[config.mk]
export PLATFORM = sky130hd
export DESIGN_NAME = step_dir_pulse_generator_top
export DESIGN_NICKNAME = d
export VERILOG_FILES = /design/src/rtl/sdpg_pkg.sv /design/src/rtl/sdpg_div.sv /design/src/rtl/sdpg_datapath.sv /design/src/rtl/sdpg_ctrl.sv /design/src/rtl/step_dir_pulse_generator_top.sv
export SDC_FILE = /design/constraint.sdc
export NUM_CORES = 1
export LEC_CHECK = 0
export BUFFER_PORTS_ARGS = -buffer_cell sky130_fd_sc_hd__buf_2
export CAP_MARGIN = 30
export CORE_UTILIZATION = 50
export CTS_CLUSTER_DIAMETER = 80
export DETAILED_ROUTE_END_ITERATION = 8
export PLACE_DENSITY = 0.69
export SETUP_SLACK_MARGIN = 0.05
export SYNTH_ARGS = -nofsm -noshare
export SYNTH_HDL_FRONTEND = slang
export SYNTH_SLANG_ARGS = --single-unit
[constraint.sdc]
create_clock -name clk -period 7.2 [get_ports clk]
set_clock_uncertainty 0.15 [all_clocks]
set_input_delay 1.44 -clock clk [delete_from_list [all_inputs] [get_ports clk]]
set_output_delay 1.44 -clock clk [all_outputs]
set_load 0.005 [all_outputs]
[src/rtl/sdpg_pkg.sv]
`timescale 1ns / 1ps

package sdpg_pkg;

  localparam int unsigned TICK_HZ = 1000000;

  localparam int CMD_W   = 2;
  localparam int SPEED_W = 20;
  localparam int STEPS_W = 32;
  localparam int HALF_W  = 19;

  localparam logic [HALF_W-1:0] HALF_MAX = '1;

  // divider: constant dividend TICK_HZ, divisor 2*speed
  localparam int DIV_W = $clog2(TICK_HZ + 1);
  localparam int DVS_W = SPEED_W + 1;
  localparam int CNT_W = $clog2(DIV_W);

  localparam logic [DIV_W-1:0] TICK_VEC = DIV_W'(TICK_HZ);

  typedef enum logic [CMD_W-1:0] {
    CMD_TICK = 2'd0,
    CMD_MOVE = 2'd1,
    CMD_STOP = 2'd2
  } cmd_t;

  typedef enum logic [1:0] {
    ST_IDLE,
    ST_DIV,
    ST_FINISH
  } state_t;

  typedef struct packed {
    logic [CMD_W-1:0]   command;
    logic               move_direction;
    logic [SPEED_W-1:0] move_speed_hz;
    logic [STEPS_W-1:0] move_steps;
  } in_t;

  typedef struct packed {
    logic               step_level;
    logic               dir_level;
    logic               moving;
    logic               move_done;
    logic [STEPS_W-1:0] steps_left;
  } out_t;

  typedef struct packed {
    logic item_go;     // apply tick / stop / unknown command from the input
    logic move_start;  // capture move fields, start divider
    logic div_step;    // one quotient bit
    logic move_load;   // arm the move with the computed half period
    logic out_load;    // load result register
  } ctl_t;

  typedef struct packed {
    logic div_last;
  } sts_t;

endpackage

[src/rtl/sdpg_div.sv]
`timescale 1ns / 1ps

module sdpg_div import sdpg_pkg::*; (
  input  logic             clk,
  input  logic             rst_n,
  input  logic             start,
  input  logic             step,
  input  logic [DVS_W-1:0] divisor,
  output logic [DIV_W-1:0] quotient,
  output logic             last
);

  logic [DVS_W-1:0] rem_r, rem_nxt;
  logic [DVS_W-1:0] dvs_r, dvs_nxt;
  logic [DIV_W-1:0] quo_r, quo_nxt;
  logic [CNT_W-1:0] cnt_r, cnt_nxt;

  logic [DVS_W:0] rem_sh;
  logic [DVS_W:0] diff;
  logic           ge;

  // restoring division, dividend bits fed MSB first from the constant
  assign rem_sh = {rem_r, TICK_VEC[cnt_r]};
  assign ge     = rem_sh >= {1'b0, dvs_r};
  assign diff   = rem_sh - {1'b0, dvs_r};

  always_comb begin
    rem_nxt = rem_r;
    dvs_nxt = dvs_r;
    quo_nxt = quo_r;
    cnt_nxt = cnt_r;
    if (start) begin
      rem_nxt = '0;
      dvs_nxt = divisor;
      quo_nxt = '0;
      cnt_nxt = CNT_W'(DIV_W - 1);
    end else if (step) begin
      rem_nxt = ge ? diff[DVS_W-1:0] : rem_sh[DVS_W-1:0];
      quo_nxt = {quo_r[DIV_W-2:0], ge};
      cnt_nxt = cnt_r - 1'b1;
    end
  end

  always_ff @(posedge clk) begin
    rem_r <= rem_nxt;
    dvs_r <= dvs_nxt;
    quo_r <= quo_nxt;
    if (!rst_n) begin
      cnt_r <= '0;
    end else begin
      cnt_r <= cnt_nxt;
    end
  end

  assign quotient = quo_r;
  assign last     = (cnt_r == '0);

endmodule

[src/rtl/sdpg_datapath.sv]
`timescale 1ns / 1ps

module sdpg_datapath import sdpg_pkg::*; (
  input  logic clk,
  input  logic rst_n,
  input  ctl_t ctl,
  input  in_t  in_data,
  output sts_t sts,
  output out_t out_data
);

  logic [HALF_W-1:0]  half_r, half_nxt;
  logic [HALF_W-1:0]  cdown_r, cdown_nxt;
  logic [STEPS_W-1:0] pulses_r, pulses_nxt;
  logic               step_r, step_nxt;
  logic               dir_r, dir_nxt;
  logic               active_r, active_nxt;
  logic               mv_dir_r, mv_dir_nxt;
  logic [STEPS_W-1:0] mv_steps_r, mv_steps_nxt;
  out_t               out_data_r, out_data_nxt;
  logic               done;

  logic [SPEED_W-1:0] speed_nz;
  logic [DIV_W-1:0]   quotient;
  logic [HALF_W-1:0]  half_calc;
  logic               div_last;

  assign speed_nz = (in_data.move_speed_hz == '0) ? SPEED_W'(1) : in_data.move_speed_hz;

  sdpg_div u_div (
    .clk      (clk),
    .rst_n    (rst_n),
    .start    (ctl.move_start),
    .step     (ctl.div_step),
    .divisor  ({speed_nz, 1'b0}),
    .quotient (quotient),
    .last     (div_last)
  );

  assign sts.div_last = div_last;

  // clamp half period to [1, HALF_MAX]
  always_comb begin
    if (quotient == '0) begin
      half_calc = HALF_W'(1);
    end else if (32'(quotient) > 32'(HALF_MAX)) begin
      half_calc = HALF_MAX;
    end else begin
      half_calc = HALF_W'(quotient);
    end
  end

  always_comb begin
    half_nxt     = half_r;
    cdown_nxt    = cdown_r;
    pulses_nxt   = pulses_r;
    step_nxt     = step_r;
    dir_nxt      = dir_r;
    active_nxt   = active_r;
    mv_dir_nxt   = mv_dir_r;
    mv_steps_nxt = mv_steps_r;
    done         = 1'b0;

    if (ctl.item_go) begin
      case (in_data.command)
        CMD_TICK: begin
          if (active_r) begin
            if (cdown_r > HALF_W'(1)) begin
              cdown_nxt = cdown_r - 1'b1;
            end else if (pulses_r == '0) begin
              step_nxt   = 1'b0;
              active_nxt = 1'b0;
              cdown_nxt  = '0;
              done       = 1'b1;
            end else begin
              step_nxt  = ~step_r;
              // rising edge uses up one step
              if (!step_r) begin
                pulses_nxt = pulses_r - 1'b1;
              end
              cdown_nxt = half_r;
            end
          end
        end
        CMD_STOP: begin
          step_nxt   = 1'b0;
          pulses_nxt = '0;
          cdown_nxt  = '0;
          active_nxt = 1'b0;
        end
        default: begin
        end
      endcase
    end

    if (ctl.move_start) begin
      mv_dir_nxt   = in_data.move_direction;
      mv_steps_nxt = in_data.move_steps;
    end

    if (ctl.move_load) begin
      dir_nxt    = mv_dir_r;
      half_nxt   = half_calc;
      pulses_nxt = mv_steps_r;
      step_nxt   = 1'b0;
      cdown_nxt  = half_calc;
      active_nxt = 1'b1;
    end

    out_data_nxt            = out_data_r;
    if (ctl.out_load) begin
      out_data_nxt.step_level = step_nxt;
      out_data_nxt.dir_level  = dir_nxt;
      out_data_nxt.moving     = active_nxt;
      out_data_nxt.move_done  = done;
      out_data_nxt.steps_left = pulses_nxt;
    end
  end

  always_ff @(posedge clk) begin
    mv_dir_r   <= mv_dir_nxt;
    mv_steps_r <= mv_steps_nxt;
    out_data_r <= out_data_nxt;
    if (!rst_n) begin
      half_r   <= '0;
      cdown_r  <= '0;
      pulses_r <= '0;
      step_r   <= 1'b0;
      dir_r    <= 1'b0;
      active_r <= 1'b0;
    end else begin
      half_r   <= half_nxt;
      cdown_r  <= cdown_nxt;
      pulses_r <= pulses_nxt;
      step_r   <= step_nxt;
      dir_r    <= dir_nxt;
      active_r <= active_nxt;
    end
  end

  assign out_data = out_data_r;

endmodule

[src/rtl/sdpg_ctrl.sv]
`timescale 1ns / 1ps

module sdpg_ctrl import sdpg_pkg::*; (
  input  logic             clk,
  input  logic             rst_n,
  input  logic             in_valid,
  input  logic [CMD_W-1:0] in_cmd,
  output logic             in_ready,
  output logic             out_valid,
  input  logic             out_ready,
  input  sts_t             sts,
  output ctl_t             ctl
);

  state_t state_r, state_nxt;
  logic   out_valid_r, out_valid_nxt;
  logic   out_free;

  // result register can take a new value this cycle
  assign out_free = !out_valid_r || out_ready;

  always_comb begin
    state_nxt = state_r;
    case (state_r)
      ST_IDLE: begin
        if (in_valid && out_free && in_cmd == CMD_MOVE) begin
          state_nxt = ST_DIV;
        end
      end
      ST_DIV: begin
        if (sts.div_last) begin
          state_nxt = ST_FINISH;
        end
      end
      ST_FINISH: begin
        if (out_free) begin
          state_nxt = ST_IDLE;
        end
      end
      default: begin
        state_nxt = ST_IDLE;
      end
    endcase
  end

  always_comb begin
    ctl      = '0;
    in_ready = 1'b0;
    case (state_r)
      ST_IDLE: begin
        in_ready = out_free;
        if (in_valid && out_free) begin
          if (in_cmd == CMD_MOVE) begin
            ctl.move_start = 1'b1;
          end else begin
            ctl.item_go  = 1'b1;
            ctl.out_load = 1'b1;
          end
        end
      end
      ST_DIV: begin
        ctl.div_step = 1'b1;
      end
      ST_FINISH: begin
        if (out_free) begin
          ctl.move_load = 1'b1;
          ctl.out_load  = 1'b1;
        end
      end
      default: begin
      end
    endcase
  end

  assign out_valid_nxt = ctl.out_load ? 1'b1 : (out_ready ? 1'b0 : out_valid_r);

  always_ff @(posedge clk) begin
    if (!rst_n) begin
      state_r     <= ST_IDLE;
      out_valid_r <= 1'b0;
    end else begin
      state_r     <= state_nxt;
      out_valid_r <= out_valid_nxt;
    end
  end

  assign out_valid = out_valid_r;

endmodule

[src/rtl/step_dir_pulse_generator_top.sv]
// Channel   Direction  Handshake             Payload
// in_       input      in_valid / in_ready   in_data   (in_t)
// out_      output     out_valid / out_ready out_data  (out_t)
//
// Tick, stop and unknown commands may follow back to back;
// each is loaded into the output register at its own transfer edge.
// A move's half period comes from a bit-serial restoring divider that produces one
// quotient bit per cycle; the move result is loaded once the division is done and
// the output register is free.
// in_ready stays low from a move transfer until its result is loaded, and whenever
// the output register is full and out_ready is low. Reset is synchronous, active low;
// the step and direction state starts low.
`timescale 1ns / 1ps

module step_dir_pulse_generator_top import sdpg_pkg::*; (
  input  logic clk,
  input  logic rst_n,
  input  logic in_valid,
  output logic in_ready,
  input  in_t  in_data,
  output logic out_valid,
  input  logic out_ready,
  output out_t out_data
);

  ctl_t ctl;
  sts_t sts;

  sdpg_ctrl u_ctrl (
    .clk       (clk),
    .rst_n     (rst_n),
    .in_valid  (in_valid),
    .in_cmd    (in_data.command),
    .in_ready  (in_ready),
    .out_valid (out_valid),
    .out_ready (out_ready),
    .sts       (sts),
    .ctl       (ctl)
  );

  sdpg_datapath u_dp (
    .clk      (clk),
    .rst_n    (rst_n),
    .ctl      (ctl),
    .in_data  (in_data),
    .sts      (sts),
    .out_data (out_data)
  );

`ifndef NO_ASSERTIONS
  // a natural end leaves STEP low and the timer disarmed
  a_done_idle: assert property (@(posedge clk) disable iff (!rst_n)
    (out_valid && out_data.move_done) |-> (!out_data.moving && !out_data.step_level))
    else $error("move_done with timer still armed or STEP high");

  // no steps can be pending once the timer is disarmed
  a_idle_no_steps: assert property (@(posedge clk) disable iff (!rst_n)
    (out_valid && !out_data.moving) |-> (out_data.steps_left == '0))
    else $error("steps_left nonzero while not moving");

  // a move transfer blocks the input while the divider runs
  a_move_busy: assert property (@(posedge clk) disable iff (!rst_n)
    (in_valid && in_ready && in_data.command == CMD_MOVE) |=> !in_ready)
    else $error("input ready right after a move transfer");
`endif

endmodule

==> results.toml <==
[routing]
drc = 0
post_drt_wl_per_cell_um = 16.49
vias_per_cell = 5.717
drt-pass1-iter-count = 6
drt_wl_total_um = 23930
drtAntennaViolNets = 0
vias = 8295
first_iter_violations = 588

[pwr]
power_density_nw_per_um2 = 259.1
p_clk_frac = 0.415
switching_power_mw = 0.7933
switching_share = 0.2625
power.internal_mw = 2.229
ir_worst_vdd_v = 0.0001912
seqPwrFrac = 0.444
combPwrFrac = 0.141
p_leak_nw = 4.469

[die]
dieArea_um2 = 20960
io_pins = 97
initial_core_util = 0.5170
dieWidth_um = 144.8
rows = 51
core_area_um2 = 19720
die_h_um = 144.8

[synth]
yosys_warnings = 0
netlist_area_um2 = 10190
synthArstFlopShare = 0
ys.flop_type = "dfxtp_1"
yosys.area_share.simple = 0.1867
synth_xor_xnor_area_share = 0.04468
synth_area_leaders = "edfxtp_1 (26%), dfxtp_1 (24%), o21ai_0 (6.9%)"
synth.top_cell.area_share = 0.2622
synth_edf_count = 89
yosys.area.top_type = "edfxtp_1"
synth_mux_area_frac = 0.006874
seq_area_frac_synth = 0.5018
syn_area_per_cell_um2 = 9.150
synth_fa_ha_area_frac = 0.03633
synth_nets = 1202
synth_compound_area_frac = 0.1798
ys_ff_latch = 211
syn_inst = 1114
synthDistinctLibCells = 70
synth_top_family_by_area = "simple AND/OR/NAND/NOR gates"

[final_layout]
areaGrowthSynthToFinish_pct = 14.42
layout.nets = 1256
insertedDiodeCount = 0
drive_gt1_frac = 0.1400
mostFrequentLayoutCells = "nand2_1 (172), o21ai_0 (140), dfxtp_1 (122), buf_2 (97), edfxtp_1 (89)"
layout_commonest_cell = "nand2_1"
design_area_um2 = 11660
final_cells = 1451

[timing]
final_min_period_over_clock_period = 0.5548
final-hold-violation-count = 0
worst_hold_slack_ns = 0.3048
rsz0062_at_grt = "no"
fmax_mhz = 250.3
maxSlewViolCount = 0
setup_violations = 0
slew_headroom = 0.3441
worst_pin_slew_ns = 0.9814
fin_crit_ns = 3.995
setup-tns-final_ns = 0

[setup_path]
regToRegStartpoint = "u_dp.pulses_r[10]"
cp.buffers_inverters = 2
cp_top_family = "simple AND/OR/NAND/NOR gates"
critPathCapture = "in_ready"
ff2ff_setup_slack_ns = 3.79
cp_num_cells = 4
cp-start-kind = "primary input"
critPathCaptureType = "output pin"
cp_common_cell = "buf_2"
slowest_stage = "nor2b_1"
slowest_delay_ns = 0.51
worst-path-max-fanout = 7
cp-startpoint = "out_ready"
worstSetupPathType = "primary input to output pin"
required_ns = 5.61
cp.arrival_ns = 2.40
reg2reg_depth = 7
crit_chain = "buf_2 > nor2b_1 > nor3_1 > buf_2"
r2r-end = "u_dp.out_data[18]"

[place]
gp_congestion = 0.8657
post-place-cells = 1407
io_buffers = 96
post-dp-hpwl_um = 15820
place_area_um2 = 10850

[clocking]
cts_root_buf = "clkbuf_16"
htree_num_levels = 1
cts_buffer_depth = 3
clkTransAtPathRegs_ns = 0.06
cts_sinks = 211
insertion_delay_ns = 0.52
numCtsBuffers = 24
postCtsHoldBufs = 0
cts_setup_buffers = 0
cts_tree = "yes"
post_cts_resized = 0

[grt]
grtUsageTotal = 0.2303
grt_antenna_before_repair = 0
grt_max_degree = 71
first_global_vias = 7651
grt-ovfl-total = 0
grt_pass1_wl_um = 38250

[job]
maxCapViolations = 0

[min_path]
holdCritPathClass = "flip-flop to flip-flop"

[run_status]
status = "finished, final reports clean"
## power by group through the flow
stage / clock (mW) / sequential (mW) / combinational [mW]
2_1_floorplan: 0 / 1.36 / 0.312
3_3_place_gp: 0 / 1.37 / 0.413
3_5_place_dp: 0 / 1.37 / 0.423
4_1_cts: 1.27 / 1.34 / 0.426
5_1_grt: 1.32 / 1.35 / 0.477
6_report: 1.25 / 1.34 / 0.427
## synthesized netlist by cell type (all sizes together) (18+ instances only)
library cell    n
edfxtp         89
inv            34
nor3           48
xnor2          32
nand3          21
a31oi          18
a21oi          47
dfxtp         122
nand2         173
xor2           20
nor2           62
nor4           21
o21ai         150
clkbuf         74
ha             28
## flip-flops by register name, indices dropped and copies added, names as in the netlist, 19 cells and up
register             cells
u_dp.cdown_r            19
u_dp.half_r             19
u_dp.mv_steps_r         32
u_dp.out_data           36
u_dp.pulses_r           32
u_dp.u_div.dvs_r        20
u_dp.u_div.quotient     20
u_dp.u_div.rem_r        21
## metrics by stage
step / utilization / power, mW / worst slack (ns)
2_1_floorplan: - / 1.670 / 1.758
6_report: 0.5915 / 3.022 / 3.205
3_5_place_dp: 0.5500 / 1.788 / 2.984
5_1_grt: 0.5915 / 3.142 / 3.125
3_3_place_gp: 0.5466 / 1.778 / 3.019
4_1_cts: 0.5915 / 3.039 / 3.196
## worst min-delay path by stage
stage / startpoint / end / cells past startpoint
6_report: u_dp.half_r[2] / u_dp.half_r[2] / 2
5_1_grt: u_dp.half_r[6] / u_dp.half_r[6] / 2
4_1_cts: u_dp.half_r[2] / u_dp.half_r[2] / 2
3_5_place_dp: u_dp.half_r[2] / u_dp.half_r[2] / 2
3_3_place_gp: u_dp.half_r[3] / u_dp.half_r[3] / 2
2_1_floorplan: u_dp.half_r[17] / u_dp.half_r[17] / 2
## final cells by class
cell class | count | area (um2)
fillers | 1713 | 8054
flip-flops and latches | 211 | 5115
multi-input cells | 789 | 4663
clock buffers | 29 | 660.6
repair buffers | 108 | 608.1
well taps | 265 | 331.6
clock inverters | 15 | 157.7
inverters | 34 | 127.6
## cell families after synthesis
family	after synthesis
AND/OR/NAND/NOR	396
adder cells (fa/ha/maj)	29
multiplexers	7
XOR/XNOR	52
buffers and inverters	114
flip-flops	211
AO/OA/AOI/OAI	305
## worst min-delay path, stage by stage, from the launching register on
cell     delay [ns]
dfxtp_1        0.31
nand2_1        0.05
a21oi_1        0.05
## layer usage
metal,vias to the layer above,share of wire,GRT usage
met5,-,0,0
met4,0,0.021,0.06648
met3,43,0.052,0.03192
met2,219,0.46,0.3753
met1,3898,0.47,0.3184
li1,4135,-,-
(Power assumes the default switching activity.)
